### config.mk
export PLATFORM = sky130hd
export DESIGN_NAME = remote_relay_panel_logic
export DESIGN_NICKNAME = d
export VERILOG_FILES = /design/src/hw/rtl/rrp_pkg.sv /design/src/hw/rtl/remote_relay_panel_logic.sv
export SDC_FILE = /design/constraint.sdc
export NUM_CORES = 1
export LEC_CHECK = 0
export BUFFER_PORTS_ARGS = -buffer_cell sky130_fd_sc_hd__buf_2
export CAP_MARGIN = 25
export CELL_PAD_IN_SITES_DETAIL_PLACEMENT = 0
export CELL_PAD_IN_SITES_GLOBAL_PLACEMENT = 2
export CORE_ASPECT_RATIO = 1.25
export CORE_UTILIZATION = 37
export DETAILED_ROUTE_END_ITERATION = 8
export PLACE_DENSITY = 0.9
export SKIP_CTS_REPAIR_TIMING = 1
export SLEW_MARGIN = 0
export SYNTH_ARGS = -nofsm -noshare
export SYNTH_HDL_FRONTEND = slang
export SYNTH_SLANG_ARGS = --single-unit
export TNS_END_PERCENT = 10
### constraint.sdc
create_clock -name clock -period 5.8 [get_ports clock]
set_input_delay 1.45 -clock clock [delete_from_list [all_inputs] [get_ports clock]]
set_output_delay 1.45 -clock clock [all_outputs]
set_load 0.02 [all_outputs]
### src/hw/rtl/rrp_pkg.sv
// Shared types and constants for the remote relay panel logic.
// Holds the request/response beat structs, register indexes and mode codes.
// No dependencies.
`default_nettype none

package rrp_pkg;

   localparam logic [7:0]  PRESSED_CODE = 8'h31;
   localparam logic [15:0] HOLD_RESET   = 16'd50;

   localparam int unsigned CSR_INDEX_W = 8;
   localparam int unsigned HOLD_W      = 16;

   localparam logic [CSR_INDEX_W-1:0] CSR_TOGGLE_A_HOLD   = 8'd0;
   localparam logic [CSR_INDEX_W-1:0] CSR_TOGGLE_B_HOLD   = 8'd1;
   localparam logic [CSR_INDEX_W-1:0] CSR_MODE_ON_HOLD    = 8'd2;
   localparam logic [CSR_INDEX_W-1:0] CSR_MODE_TURBO_HOLD = 8'd3;

   localparam logic [1:0] MODE_IDLE  = 2'd0;
   localparam logic [1:0] MODE_ON    = 2'd1;
   localparam logic [1:0] MODE_TURBO = 2'd2;

   typedef struct packed {
      logic [7:0] pair1_up_byte;
      logic [7:0] pair1_down_byte;
      logic [7:0] pair2_up_byte;
      logic [7:0] pair2_down_byte;
      logic [7:0] toggle_a_byte;
      logic [7:0] toggle_b_byte;
      logic [7:0] enable_byte;
      logic [7:0] turbo_path_byte;
      logic [7:0] on_path_byte;
   } req_type;

   typedef struct packed {
      logic       relay1;
      logic       relay2;
      logic       relay3;
      logic       relay4;
      logic       relay5;
      logic       relay6;
      logic       run_lamp;
      logic       turbo_lamp;
      logic       activity_lamp;
      logic [1:0] mode_now;
   } rsp_type;

endpackage

`default_nettype wire

### src/hw/rtl/remote_relay_panel_logic.sv
// Remote relay panel logic: interlocked pairs, exclusive toggles, mode machine.
// Depends on rrp_pkg for beat structs, register indexes and mode codes.
// Request beat to response beat passes the input register, then the result register.
// One beat per cycle while rsp_stall is low; state updates in the single compute stage.
// Reset: synchronous active high; relays off, locks clear, mode idle, holds 50,
// timers 50 except the turbo timer at 0. No clearing pass.
`default_nettype none

module remote_relay_panel_logic
   import rrp_pkg::*;
(
   input  wire logic                   clock,
   input  wire logic                   reset,
   input  wire logic                   req_valid,
   output      logic                   req_stall,
   input  wire req_type                req_data,
   output      logic                   rsp_valid,
   input  wire logic                   rsp_stall,
   output      rsp_type                rsp_data,
   input  wire logic                   csr_valid,
   output      logic                   csr_ready,
   input  wire logic [CSR_INDEX_W-1:0] csr_index,
   input  wire logic [HOLD_W-1:0]      csr_data
);

   logic               in_valid_ff;
   req_type            in_data_ff;
   logic               out_valid_ff;
   rsp_type            out_data_ff;

   logic [HOLD_W-1:0]  tog_a_hold_ff, tog_b_hold_ff, on_hold_ff, turbo_hold_ff;
   logic [3:0]         relay_ff, relay_in;
   logic [3:0]         lock_ff, lock_in;
   logic               tog_a_ff, tog_a_in, tog_b_ff, tog_b_in;
   logic [1:0]         mode_ff, mode_in;
   logic [HOLD_W-1:0]  tmr_a_ff, tmr_a_in, tmr_b_ff, tmr_b_in;
   logic [HOLD_W-1:0]  tmr_on_ff, tmr_on_in, tmr_turbo_ff, tmr_turbo_in;
   rsp_type            out_data_in;

   logic out_ready;
   logic advance;

   assign out_ready = !out_valid_ff || !rsp_stall;
   assign advance   = in_valid_ff && out_ready;
   assign req_stall = in_valid_ff && !out_ready;
   assign csr_ready = 1'b1;
   assign rsp_valid = out_valid_ff;
   assign rsp_data  = out_data_ff;

   function automatic logic [HOLD_W-1:0] count_down(input logic [HOLD_W-1:0] t);
      count_down = (t != '0) ? t - HOLD_W'(1) : '0;
   endfunction

   always_comb begin
      logic p1u, p1d, p2u, p2d, ta, tb, en, tp, op;
      logic [HOLD_W-1:0] ta_t, tb_t, on_t, tu_t;
      p1u = (in_data_ff.pair1_up_byte   == PRESSED_CODE);
      p1d = (in_data_ff.pair1_down_byte == PRESSED_CODE);
      p2u = (in_data_ff.pair2_up_byte   == PRESSED_CODE);
      p2d = (in_data_ff.pair2_down_byte == PRESSED_CODE);
      ta  = (in_data_ff.toggle_a_byte   == PRESSED_CODE);
      tb  = (in_data_ff.toggle_b_byte   == PRESSED_CODE);
      en  = (in_data_ff.enable_byte     == PRESSED_CODE);
      tp  = (in_data_ff.turbo_path_byte == PRESSED_CODE);
      op  = (in_data_ff.on_path_byte    == PRESSED_CODE);

      relay_in = relay_ff;
      lock_in  = lock_ff;
      // pair one: relays 0 and 1
      if (!p1u) begin
         relay_in[0] = 1'b0;
         lock_in[1]  = 1'b0;
      end
      if (!p1d) begin
         relay_in[1] = 1'b0;
         lock_in[0]  = 1'b0;
      end
      if (p1u && !lock_in[0]) begin
         relay_in[0] = 1'b1;
         lock_in[1]  = 1'b1;
      end
      if (p1d && !lock_in[1]) begin
         relay_in[1] = 1'b1;
         lock_in[0]  = 1'b1;
      end
      // pair two: relays 2 and 3
      if (!p2u) begin
         relay_in[2] = 1'b0;
         lock_in[3]  = 1'b0;
      end
      if (!p2d) begin
         relay_in[3] = 1'b0;
         lock_in[2]  = 1'b0;
      end
      if (p2u && !lock_in[2]) begin
         relay_in[2] = 1'b1;
         lock_in[3]  = 1'b1;
      end
      if (p2d && !lock_in[3]) begin
         relay_in[3] = 1'b1;
         lock_in[2]  = 1'b1;
      end

      tog_a_in = tog_a_ff;
      tog_b_in = tog_b_ff;
      ta_t     = tmr_a_ff;
      tb_t     = tmr_b_ff;
      if (ta && tmr_a_ff == '0) begin
         if (!tog_a_in) begin
            if (!tog_b_in) begin
               tog_a_in = 1'b1;
            end
            tog_b_in = 1'b0;
         end else begin
            tog_a_in = 1'b0;
         end
         ta_t = tog_a_hold_ff;
      end
      if (tb && tmr_b_ff == '0) begin
         if (!tog_b_in) begin
            if (!tog_a_in) begin
               tog_b_in = 1'b1;
            end
            tog_a_in = 1'b0;
         end else begin
            tog_b_in = 1'b0;
         end
         tb_t = tog_b_hold_ff;
      end

      mode_in = mode_ff;
      on_t    = tmr_on_ff;
      tu_t    = tmr_turbo_ff;
      if (en && op && tmr_on_ff == '0) begin
         if (!tp) begin
            mode_in = (mode_in == MODE_ON) ? MODE_IDLE : MODE_ON;
         end
         on_t = on_hold_ff;
      end
      if (en && tp && tmr_turbo_ff == '0) begin
         if (!op) begin
            mode_in = (mode_in == MODE_TURBO) ? MODE_IDLE : MODE_TURBO;
         end
         tu_t = turbo_hold_ff;
      end

      tmr_a_in     = count_down(ta_t);
      tmr_b_in     = count_down(tb_t);
      tmr_on_in    = count_down(on_t);
      tmr_turbo_in = count_down(tu_t);

      out_data_in.relay1        = relay_in[0];
      out_data_in.relay2        = relay_in[1];
      out_data_in.relay3        = relay_in[2];
      out_data_in.relay4        = relay_in[3];
      out_data_in.relay5        = tog_a_in;
      out_data_in.relay6        = tog_b_in;
      out_data_in.run_lamp      = (mode_in != MODE_IDLE);
      out_data_in.turbo_lamp    = (mode_in == MODE_TURBO);
      out_data_in.activity_lamp = |in_data_ff;
      out_data_in.mode_now      = mode_in;
   end

   always_ff @(posedge clock) begin
      if (reset) begin
         in_valid_ff   <= 1'b0;
         out_valid_ff  <= 1'b0;
         tog_a_hold_ff <= HOLD_RESET;
         tog_b_hold_ff <= HOLD_RESET;
         on_hold_ff    <= HOLD_RESET;
         turbo_hold_ff <= HOLD_RESET;
         relay_ff      <= '0;
         lock_ff       <= '0;
         tog_a_ff      <= 1'b0;
         tog_b_ff      <= 1'b0;
         mode_ff       <= MODE_IDLE;
         tmr_a_ff      <= HOLD_RESET;
         tmr_b_ff      <= HOLD_RESET;
         tmr_on_ff     <= HOLD_RESET;
         tmr_turbo_ff  <= '0;
      end else begin
         if (csr_valid && csr_ready) begin
            unique case (csr_index)
               CSR_TOGGLE_A_HOLD:   tog_a_hold_ff <= csr_data;
               CSR_TOGGLE_B_HOLD:   tog_b_hold_ff <= csr_data;
               CSR_MODE_ON_HOLD:    on_hold_ff    <= csr_data;
               CSR_MODE_TURBO_HOLD: turbo_hold_ff <= csr_data;
               default: begin
               end
            endcase
         end
         if (!req_stall) begin
            in_valid_ff <= req_valid;
         end
         if (out_ready) begin
            out_valid_ff <= in_valid_ff;
         end
         if (advance) begin
            relay_ff     <= relay_in;
            lock_ff      <= lock_in;
            tog_a_ff     <= tog_a_in;
            tog_b_ff     <= tog_b_in;
            mode_ff      <= mode_in;
            tmr_a_ff     <= tmr_a_in;
            tmr_b_ff     <= tmr_b_in;
            tmr_on_ff    <= tmr_on_in;
            tmr_turbo_ff <= tmr_turbo_in;
         end
      end
   end

   always_ff @(posedge clock) begin
      if (req_valid && !req_stall) begin
         in_data_ff <= req_data;
      end
      if (advance) begin
         out_data_ff <= out_data_in;
      end
   end

   a_mode_code: assert property (@(posedge clock) disable iff (reset)
      rsp_valid |-> (rsp_data.mode_now <= MODE_TURBO))
      else $error("mode code out of range");

   a_pair_excl: assert property (@(posedge clock) disable iff (reset)
      rsp_valid |-> !(rsp_data.relay1 && rsp_data.relay2) &&
                    !(rsp_data.relay3 && rsp_data.relay4))
      else $error("interlocked pair relays both on");

   a_toggle_excl: assert property (@(posedge clock) disable iff (reset)
      rsp_valid |-> !(rsp_data.relay5 && rsp_data.relay6))
      else $error("toggle relays both on");

   a_no_drop: assert property (@(posedge clock) disable iff (reset)
      (in_valid_ff && out_valid_ff && rsp_stall) |=> in_valid_ff && out_valid_ff)
      else $error("beat lost under stall");

endmodule

`default_nettype wire
==> impl.org, run 1 <==
** Run status
- The run finished with clean final reports.

** Power and ir drop
- Sequential cell fraction of total power :: 0.420
- Power spread over the standard cell area amounts to around 330 nW/um^2.
- Combinational cell fraction of total power :: 0.185
- Leakage :: 4.65 nW
- The internal portion of the total power is 3.00 mW.
- Max IR drop VDD :: 0.229 mV
- Of the total power, the share spent switching nets is 0.293.
- Net Sw Power :: 1.24 mW
- Of the total power, the clock network draws 0.395.

** Synth
- Count of mapped cells out of synthesis :: around 1200
- For this run, asynchronously set or reset flops after synthesis account for 0.
- Synth Cell Area :: 11100 sq um
- Net count of the mapped netlist :: 1345
- The share of synthesized area in the top cell type comes to 0.255.
- Yosys warning count :: 0
- Mean instance size in the synthesized netlist :: ~9 sq um
- The biggest area contributor in the post-synthesis netlist is dfxtp_1.
- Sequential fraction of the synthesis area :: 0.479
- Top cells by area, synth :: dfxtp_1 (26%), edfxtp_1 (22%), nand2_1 (6.4%)
- Seq cells post-synth :: 225
- Number of flops mapped to enable cells by yosys :: 83
- For this run, the leading register cell type out of synthesis is dfxtp_1.
- Yosys cell types :: 83

** Min path
- Worst Hold Class :: reg -> reg

** Placement
- Input and output buffers added on the ports amount to about 110.
- Including well taps, the total number of placed cells is 1705.
- At the end of routability-driven placement, the weighted congestion stood at 0.851.
- After legalization and detailed placement, the total HPWL measured 23400 um.

** Critical path
- STA classifies the critical path startpoint as a flip-flop.
- R2r endpoint :: tmr_turbo_ff[11]$_SDFFE_PP0P_
- For the worst flop-to-flop path, the logic depth is 12.
- The critical path ends at tmr_turbo_ff[11]$_SDFFE_PP0P_.
- STA classifies the critical path endpoint as a flip-flop.
- Timing startpoint of the critical path :: in_data_ff[11]$_DFFE_PP_
- Critical-path maximum fanout :: 15
- Signal arrival time at the worst endpoint :: 4770 ps
- The startpoint identified for the worst register-to-register timing path is in_data_ff[11]$_DFFE_PP_.
- Data on the critical path is required at its endpoint by approximately 6300 ps.
- Startpoint-to-endpoint class of the critical path :: reg -> reg
- The setup check on the worst reg-to-reg path leaves a slack of 1500 ps.

** STA
- The worst pin sits at a relative slew slack of 0.285.
- Dividing the final minimum period by the clock period gives 0.742.
- Setup violations, final :: 0
- The count of final hold-check violations is 0.
- Max frequency :: 0.232 GHz
- Count of final max-slew check failures :: 0
- Across the routed clock network, the largest skew measured is 11.4 ps.
- Post-route minimum period :: 4300 ps
- Setup total negative slack on the finished layout was measured at 0 ps.
- Setup repair after global routing left no endpoint under its margin.
- At the pin with the least slew margin, the transition time is 1070 ps.

** Cells and area
- In the final layout, the share of cells above drive strength 1 is 0.157.
- Total Nets Final :: approximately 1400
- The library cells used most frequently in the layout, excluding fill and tap cells, are nand2_1 (189), dfxtp_1 (142), a21oi_1 (115), buf_2 (113), nor2_1 (100).
- Count of filler cells inserted in the layout :: roughly 2900
- Most frequent standard cell in the layout excluding fill and tap cells :: nand2_1
- Area delta synth->final :: 16.4%
- Across the whole layout, storage elements account for 5340 sq um.
- In the final layout, the multi-input gates occupy 5510 sq um.
- The finished layout holds between 1500 and 2000 standard cells, fillers aside.

** Routing
- After detailed routing, the average wire length per cell comes to 19.0 um.
- Vias/cell :: 5.65
- Count of antenna-violating nets left after detailed routing :: 0
- First DRT Iteration DRCs :: about 660
- Total wire length after detailed routing :: ~33000 um
- For this run, design rule violations remaining after detail routing come to 0.
- Detailed-router iteration count before antenna repair :: 5
- The detailed router placed 9926 vias in this run.

** Flow run
- Max-cap violations in this run came to 0.

** Die
- Io pins :: 115
- The floorplan step set the die height to 196 um.
- The initial utilization of the core area, before any placement, comes to 0.378.
- Die X :: roughly 160 um
- Row generation in the floorplan step produced 70 rows.
- The die covers 30800 sq um.
- The floorplan step defined a core boundary enclosing 29400 sq um.

** Clock network
- Maximum level of the CTS H-tree :: 1
- TritonCTS built the clock tree.
- Clock input transition at the sequential cells of the worst setup and hold paths :: roughly 60 ps
- For the worst-skew pair, the clock arrives at the later sink with an insertion delay of about 540 ps.
- CTS placed an instance of clkbuf_16 at the clock tree root.
- In this run the deepest clock path goes through 3 buffers.
- The number of clock buffers added by TritonCTS is 26.
- Clk sinks :: between 200 and 250

** Global routing
- Wire length of the first global-routing pass :: 52000 um
- The number of antenna violations at the first check in global routing was 1.
- Number of global-route vias before repair :: 9400
- Entering global routing, the biggest net connects 62 pins.
- Final global-route overflow total :: 0
- In the global route stage, overall resource usage came out at 0.217.
[power by group through the flow]
stage               Combinational, mW  Clock (mW)  Sequential [mW]
finish                          0.786        1.67             1.78
global route                    0.877        1.78             1.79
CTS                             0.779        1.71             1.78
detailed placement              0.776           0             1.82
global placement                0.769           0             1.81
floorplan                       0.569           0             1.80
[how the worst min path moves through the flow]
stage | slack, ps | start | to | cells past startpoint
4_1_cts | 470 | on_hold_ff[13]$_SDFFE_PP0P_ | on_hold_ff[13]$_SDFFE_PP0P_ | 2
6_report | 470 | on_hold_ff[13]$_SDFFE_PP0P_ | on_hold_ff[13]$_SDFFE_PP0P_ | 2
2_1_floorplan | 430 | tog_b_hold_ff[12]$_SDFFE_PP0P_ | tog_b_hold_ff[12]$_SDFFE_PP0P_ | 2
5_1_grt | 480 | lock_ff[1]$_SDFFE_PP0P_ | lock_ff[1]$_SDFFE_PP0P_ | 1
3_3_place_gp | 450 | relay_ff[0]$_SDFFE_PP0P_ | relay_ff[0]$_SDFFE_PP0P_ | 1
3_5_place_dp | 460 | lock_ff[3]$_SDFFE_PP0P_ | lock_ff[3]$_SDFFE_PP0P_ | 1
[layer usage]
metal	GRT usage	wire length [um]
met1	0.275	14400
met2	0.365	15800
met3	0.0437	2140
met4	0.0791	986
met5	0	13
[logic make-up (layout without fill, tap and decap cells)]
| kind of cell | Yosys count | after routing | share of synthesized area |
|---|---|---|---|
| xor gates and xnor gates | 11 | 11 | 0.00866 |
| AOI/OAI and AO/OA | 315 | 315 | 0.180 |
| DFF | 225 | 225 | 0.479 |
| and+or+nand+nor | 575 | 575 | 0.266 |
| muxes | 38 | 38 | 0.0352 |
| buffers and inverters | 71 | 190 | 0.0264 |
| adders and majority gates | 4 | 4 | 0.00450 |
| other | 1 | 2 | 0.000337 |
[registers in the layout, indices dropped and copies added (netlist names)]
name,flops
in_data_ff,72
on_hold_ff,16
tmr_a_ff,16
tmr_b_ff,16
tmr_on_ff,16
tmr_turbo_ff,16
tog_a_hold_ff,16
tog_b_hold_ff,16
turbo_hold_ff,16
rsp_data,11
lock_ff,4
relay_ff,4
mode_ff,2
in_valid_ff,1
rsp_valid,1
tog_a_ff,1
tog_b_ff,1
[layout make-up]
cell class / instances / share of cell area
antenna: 1 / 0.000193
clock buffer: 28 / 0.0524
clock inverter: 20 / 0.0155
inverter: 15 / 0.00435
multi-input combinational: 944 / 0.426
sequential: 225 / 0.412
tap: 396 / 0.0382
timing repair buffer: 127 / 0.0518
[cell usage after synthesis, types with 14 or more instances]
cell         n
nor3_1      52
mux2i_1     31
a31oi_1     16
nand3_1     45
o2bb2ai_1   14
clkbuf_1    45
nand4_1     14
a211oi_1    18
o21ai_0     53
nor4_1      32
a21oi_1    115
or3_1       23
or4_1       24
dfxtp_1    142
nand2_1    189
edfxtp_1    83
and3_1      16
inv_1       15
nor2_1     100
[critical path, cell delays in order (launching register included)]
cell      delay [ps]
edfxtp_1         350
or4_1            630
or3_1            530
nor4_4           810
a21oi_1          220
ha_1             330
nand2b_1         170
nor2_1           100
nand3_1          120
a21oi_1          100
nor3_1           580
a21oi_1          140
o22ai_1          150
[per-stage QoR]
stage | cell area (sq um) | hold slack, ps | util | total power, mW | setup WS (ps)
after global routing | 13000 | 482 | 0.440 | 4.45 | 1300
after global placement | 12100 | 449 | 0.410 | 2.58 | 1500
after CTS | 12900 | 468 | 0.440 | 4.27 | 1570
after detailed placement | 12100 | 456 | 0.410 | 2.59 | 1410
final | 13000 | 466 | 0.440 | 4.24 | 1500
after floorplan | 11100 | 435 | - | 2.37 | 369
(Power assumes the default switching activity.)
==> inputs of run 2 (changes only) <==
==> constraint.sdc (replaced) <==
create_clock -name clock -period 4.5 [get_ports clock]
set_input_delay 1.125 -clock clock [delete_from_list [all_inputs] [get_ports clock]]
set_output_delay 1.125 -clock clock [all_outputs]
set_load 0.02 [all_outputs]
==> impl.org, run 2 (synthesis gave the netlist of run 1 again) <==
** STA
- Setup clock skew after layout :: 13.5 ps (+2.07 ps)
- The tightest slew margin relative to the limit was 0.310 (+0.0246).
- Transition time of the tightest slew-check pin :: 1030 ps (-36.8 ps)
- The total count of max-transition violations in the final report was 0 (unchanged).
- The tightest hold margin came to 470 ps (+3.93 ps).
- Share of the cycle needed by the critical path after routing :: 0.836 (+0.0942)
- The fmax was 0.266 GHz (+14%).
- The shortest clock period the worst path allows after layout was 3760 ps (-540 ps).
- Final hold viol count :: 0 (unchanged)
- Setup repair after global routing left no endpoint under its margin.
- The final setup violation count was 0 (unchanged).
- Final setup TNS :: 0 ps (unchanged)
- Final worst slack :: 737 ps (-760 ps)

** Die
- Chip height :: 196 um (unchanged)
- Initial Utilization :: 0.378 (unchanged)
- The die width is 157 um (unchanged).
- The die area came to 30800 sq um (unchanged).
- Standard cell core area :: 29400 sq um (unchanged)
- Io pins :: 115 (unchanged)
- The placement row count is 70 (unchanged).

** Critical path
- Startpoint-to-endpoint class of the critical path :: reg -> reg
- The worst setup path is captured at a flip-flop.
- The depth of the worst register-to-register path was 14 (+2).
- Slack of the worst reg-to-reg path :: 740 ps (-760 ps)
- R2r startpoint :: tmr_on_ff[11]$_SDFFE_PP0P_
- Signal arrival time at the worst endpoint :: 4230 ps (-540 ps)
- The largest driver fanout on the critical path is 11 (-4).
- The worst setup path is launched from a flip-flop.
- Timing startpoint of the critical path :: tmr_on_ff[11]$_SDFFE_PP0P_
- Critical path capture point :: tmr_on_ff[13]$_SDFFE_PP0P_
- Required arrival time at the worst endpoint :: 4970 ps (-1300 ps)
- In this run the critical register-to-register path is captured at tmr_on_ff[13]$_SDFFE_PP0P_.

** Global routing
- The overall overflow remaining after global route was 0 (unchanged).
- Tot GR Track Use :: 0.221 (+0.00371)
- Number of antenna violations at the first check in global routing :: 0 (-1)
- Number of global-route vias before repair :: 9472 (+0.77%)
- The global-route wire length before repair came to 52700 um (+1.2%).
- Maximum number of pins on one net before global-route repair :: 56 (-9.7%)

** Routing
- Total wire length after detailed routing :: 33700 um (+1.1%)
- The routed wirelength normalized by instance count is 19.0 um (+0.40%).
- The per-cell via count in the routed design came to 5.63 (-0.32%).
- First DRT Iteration DRCs :: 594 (-9.3%)
- Detailed-route via count :: 9962 (+0.36%)
- Count of antenna-violating nets left after detailed routing :: 0 (unchanged)
- Detailed-router iteration count before antenna repair :: 5 (unchanged)
- Remaining DRCs :: 0 (unchanged)

** Placement
- # placed instances :: 1720 (+0.88%)
- The pre-CTS worst setup slack was 792 ps (-620 ps).
- HPWL reported at the end of detailed placement :: 23900 um (+2.2%)
- The number of buffers added on ports came to 113 (unchanged).
- Placement Cell Area :: 12200 sq um (+1.0%)
- The final estimated routing congestion in global placement is 0.872 (+2.4%).

** Clock network
- CTS Buf Count :: 26 (unchanged)
- The clock input transition at the sequential cells of the worst setup and hold paths was 60 ps (about the same).
- Clk sinks :: 225 (unchanged)
- Clk_lat worst skew :: 540 ps (about the same)
- The level count of the clock H-tree came to 1 (unchanged).
- In this run the clock root is driven by a clkbuf_16.
- The buffer levels on the longest clock path was 3 (unchanged).
- TritonCTS built the clock tree.

** Cells and area
- The cell area after layout was 13100 sq um (+1.4%).
- Most frequent cells in the layout :: nand2_1 (189), dfxtp_1 (142), a21oi_1 (115), buf_2 (112), nor2_1 (100)
- Multi-input gate area :: 5510 sq um (unchanged)
- The fraction of layout cells with a size suffix above 1 is 0.165 (+0.00798).
- The count of filler cells inserted in the layout was 2867 (-1.2%).
- The storage element area is 5340 sq um (unchanged).
- The number of nets in the final layout is 1457 (+0.90%).
- The number of antenna cells inserted came to 0 (-1).
- Share of the core filled with cells :: 0.446 (+0.00621)
- Leaving out fill and tap cells, the most frequent cell in the layout is nand2_1.
- The number of standard cells in the layout, taps in and fillers out is 1768 (+0.68%).
- Largest register FFs :: 72 (unchanged)
- The area growth from synthesis to layout is 18.0%.
- Most flops, register :: in_data_ff

** Flow run
- Max-Cap Viols :: 0 (unchanged)

** Power and ir drop
- Sw Share :: 0.283 (-0.00923)
- The maximum ir drop on the vdd rail came to 0.294 mV (+28%).
- The relative contribution of combinational cells to total power is 0.185 (about the same).
- The clock network power share came to 0.411 (+0.016).
- The internal power component came to 4.07 mW (+36%).
- Total power :: 5.68 mW (+34%)
- Net Sw Power :: 1.61 mW (+30%)
- Pwr dens :: 433 nW/um^2 (+32%)
- The sequential cell fraction of total power was 0.404 (-0.016).
- The leakage dissipation is 4.75 nW (+2.1%).

** Run status
- Status :: finished, final reports clean

** Min path
- The worst hold path belongs to the class reg -> reg.
[run 2: metal layers]
metal,global-route usage,up-vias,routed length [um]
met4,0.102,0,1300
met5,0,-,0
met1,0.278,4665,14200
li1,-,4862,-
met3,0.0426,74,2460
met2,0.364,361,15700
[run 2: worst min path at each step]
| stage | start | end | cells past startpoint |
|---|---|---|---|
| CTS | relay_ff[0]$_SDFFE_PP0P_ | relay_ff[0]$_SDFFE_PP0P_ | 1 |
| global placement | tog_b_hold_ff[12]$_SDFFE_PP0P_ | tog_b_hold_ff[12]$_SDFFE_PP0P_ | 2 |
| floorplan | tog_b_hold_ff[12]$_SDFFE_PP0P_ | tog_b_hold_ff[12]$_SDFFE_PP0P_ | 2 |
| finish | relay_ff[0]$_SDFFE_PP0P_ | relay_ff[0]$_SDFFE_PP0P_ | 1 |
| detailed placement | relay_ff[0]$_SDFFE_PP0P_ | relay_ff[0]$_SDFFE_PP0P_ | 1 |
| global route | tog_b_hold_ff[12]$_SDFFE_PP0P_ | tog_b_hold_ff[12]$_SDFFE_PP0P_ | 2 |
[run 2: power by group through the flow]
| stage | Clock [mW] | Sequential, mW | Combinational (mW) |
|---|---|---|---|
| 3_3_place_gp | 0 | 2.34 | 1.04 |
| 5_1_grt | 2.46 | 2.31 | 1.18 |
| 4_1_cts | 2.39 | 2.29 | 1.05 |
| 3_5_place_dp | 0 | 2.34 | 1.05 |
| 2_1_floorplan | 0 | 2.32 | 0.734 |
| 6_report | 2.33 | 2.30 | 1.05 |
[run 2: critical path, stage by stage, from the launching register on]
cell and delay [ps]:
dfxtp_1 350, or4_1 620, nor4_2 510, and4_1 330, a21o_1 140, inv_1 40
ha_1 240, nor2b_1 160, nand2_1 160, nor4b_1 110, mux2i_1 250, o21ai_1 220
buf_4 280, o21ai_0 170, o2bb2ai_1 120
[run 2: final cells by class]
type / count / share of cell area
clock buffer: 29 / 0.0520
tap: 396 / 0.0377
inverter: 15 / 0.00429
sequential: 225 / 0.406
timing repair buffer: 140 / 0.0596
clock inverter: 19 / 0.0205
multi-input combinational: 944 / 0.420
==> inputs of run 3 (changes only) <==
==> constraint.sdc (replaced) <==
create_clock -name clock -period 3.9 [get_ports clock]
set_input_delay 0.975 -clock clock [delete_from_list [all_inputs] [get_ports clock]]
set_output_delay 0.975 -clock clock [all_outputs]
set_load 0.02 [all_outputs]
==> impl.org, run 3 (synthesis gave the netlist of run 1 again) <==
** Die
- Die area :: 30800 sq um (unchanged)
- Initial Utilization :: 0.378 (unchanged)
- Die X :: 157 um (unchanged)
- The top-level I/O count is 115 (unchanged).
- Standard cell core area :: 29400 sq um (unchanged)
- Chip height :: 196 um (unchanged)
- The placement row count came to 70 (unchanged).

** Flow run
- Max-Cap Viols :: 0 (unchanged)

** Power and ir drop
- The power density over cell area is 472 nW/um^2 (+9.1%).
- The internal power component is 4.35 mW (+6.9%).
- The net switching power of the design came to 1.81 mW (+13%).
- The clock network power share came to 0.372 (-0.039).
- The net switching fraction of the power is 0.294 (+0.0107).
- The sequential cell fraction of total power came to 0.430 (+0.026).
- The leakage dissipation came to 4.73 nW (-0.29%).
- Combinational cell fraction of total power :: 0.198 (+0.013)
- The maximum ir drop on the vdd rail came to 0.446 mV (+52%).

** Critical path
- Timing startpoint of the critical path :: in_data_ff[10]$_DFFE_PP_
- In this run the critical register-to-register path is launched from in_data_ff[10]$_DFFE_PP_.
- The critical path required time is 4370 ps (-600 ps).
- The worst setup path is captured at a flip-flop.
- The setup path with the least slack is of type reg -> reg.
- The largest driver fanout on the critical path came to 9 (-2).
- The worst path arrival time is 4060 ps (-170 ps).
- Startpoint kind of the worst setup timing path :: flip-flop

** Cells and area
- The storage element area was 5340 sq um (unchanged).
- Most flops, register :: in_data_ff
- Multi-input gate area :: 5520 sq um (+0.11%)
- Most frequent cells in the layout :: nand2_1 (189), dfxtp_1 (142), a21oi_1 (115), buf_2 (112), nor2_1 (100)
- Most frequent standard cell in the layout excluding fill and tap cells :: nand2_1
- Relative to the synthesized area, the layout overhead comes to 17.3%.
- Largest register FFs :: 72 (unchanged)
- Diode count :: 0 (unchanged)
- Share of layout cells above drive strength 1 :: 0.169 (+0.00327)
- Count of filler cells inserted in the layout :: 2922 (+1.9%)
- Total Nets Final :: 1467 (+0.69%)

** Clock network
- CTS Buf Count :: 25 (-3.8%)
- Maximum level of the CTS H-tree :: 1 (unchanged)
- Longest Clk Path Bufs :: 3 (unchanged)
- Clk_lat worst skew :: 540 ps (about the same)
- CTS Root Buffer Type :: clkbuf_16
- Clock input transition at the sequential cells of the worst setup and hold paths :: 60 ps (about the same)
- The CTS sink count is 225 (unchanged).
- TritonCTS clock tree :: yes

** Routing
- Wirelength per Cell :: 19.2 um (+0.95%)
- Detailed-route via count :: 10100 (+1.0%)
- The routed wire length came to 34200 um (+1.5%).
- Vias/cell :: 5.66 (+0.50%)
- Remaining DRCs :: 0 (unchanged)
- The antenna violation net count after detailed routing was 0 (unchanged).
- The number of design-rule violations left by the first detailed-router iteration was 575 (-3.2%).
- Detailed-router iteration count before antenna repair :: 5 (unchanged)

** Global routing
- Number of global-route vias before repair :: 9691 (+2.3%)
- Wire length of the first global-routing pass :: 53500 um (+1.5%)
- Maximum number of pins on one net before global-route repair :: 59 (+5.4%)
- The number of antenna violations at the first check in global routing is 1 (+1).
- Tot GR Track Use :: 0.224 (+0.00277)
- Final global-route overflow total :: 0 (unchanged)

** STA
- Unrepaired setup endpoints after global routing :: no
- The worst-margin pin slew is 863 ps (-168 ps).
- Worst slew margin relative to its limit :: 0.423 (+0.113)
- The final worst slack was 309 ps (-428 ps).
- Final setup TNS :: 0 ps (unchanged)
- Post-route minimum period :: 3590 ps (-172 ps)
- The final worst-path cycle share came to 0.921 (+0.0845).
- The total count of max-transition violations in the final report came to 0 (unchanged).
- The setup skew after layout is 14.6 ps (+1.08 ps).
- The fmax was 0.278 GHz (+4.8%).
- Final hold viol count :: 0 (unchanged)
- Setup violations, final :: 0 (unchanged)

** Placement
- Worst slack at placement :: 321 ps (-471 ps)
- HPWL reported at the end of detailed placement :: 24400 um (+1.9%)
- Number of buffers added on ports :: 113 (unchanged)
- Placer congestion estimate :: 0.884 (+1.3%)

** Min path
- Hold wc startpoint :: tog_b_hold_ff[0]$_SDFFE_PP0P_
- Worst Hold Class :: reg -> reg

** Run status
- Status :: finished, final reports clean
==> run 3: cell types whose count changed in the layout (fill, tap and decap cells not counted), moves of 3 or more <==
cell / previous run / this run
clkinv_1: 2 / 5
buf_4: 27 / 38
clkinvlp_4: 6 / 3
bufinv_16: 6 / 2
==> run 3: final timing paths <==
| path | to | slack (ps) | cells after the start |
|---|---|---|---|
| min reg2reg | tog_b_hold_ff[0]$_SDFFE_PP0P_ | 470 | 2 |
| min | tog_b_hold_ff[0]$_SDFFE_PP0P_ | 470 | 2 |
| max | tmr_turbo_ff[9]$_SDFFE_PP0P_ | 310 | 12 |
| max reg2reg | tmr_turbo_ff[9]$_SDFFE_PP0P_ | 310 | 12 |
==> run 3: power groups by stage <==
stage | Combinational, mW | Sequential, mW | Clock (mW)
2_1_floorplan | 0.847 | 2.68 | 0
3_3_place_gp | 1.21 | 2.70 | 0
3_5_place_dp | 1.22 | 2.70 | 0
4_1_cts | 1.22 | 2.65 | 2.34
5_1_grt | 1.36 | 2.66 | 2.43
6_report | 1.22 | 2.65 | 2.29
==> run 3: cell type report <==
| class | instances | share of cell area |
|---|---|---|
| repair buffers | 151 | 0.0663 |
| inverters | 15 | 0.00431 |
| flip-flops and latches | 225 | 0.409 |
| multi-input cells | 944 | 0.423 |
| clock buffers | 28 | 0.0488 |
| well taps | 396 | 0.0379 |
| clock inverters | 18 | 0.0114 |
==> run 3: per-stage QoR <==
step                      instances  utilization  area [sq um]  total power [mW]  hold WS (ps)
final                          1777        0.444         13100              6.17           474
after global placement         1731        0.417         12300              3.91           451
after detailed placement       1731        0.417         12300              3.92           461
after global routing           1777        0.444         13100              6.45           493
after floorplan                1240            -         11100              3.52           435
after CTS                      1777        0.444         13100              6.21           471
==> run 3: critical path: stages, from the launching register on <==
cell and delay [ps]:
edfxtp_1 370, or4_1 570, or3_1 500, nor4_4 420, a21oi_1 150, ha_1 290, nand2b_1 160, nor2_1 90
nand3_1 120, a41o_1 110, nand2_1 220, a2111o_1 440, nand3_1 80
==> run 3: layer usage <==
layer  track usage  share of wire  wire, um  vias to the layer above
met1         0.276           0.42     14400                     4753
met5             0        0.00032        11                        -
met2         0.385           0.48     16400                      352
li1              -              -         -                     4890
met3        0.0420          0.065      2210                       66
met4        0.0827          0.033      1120                        2
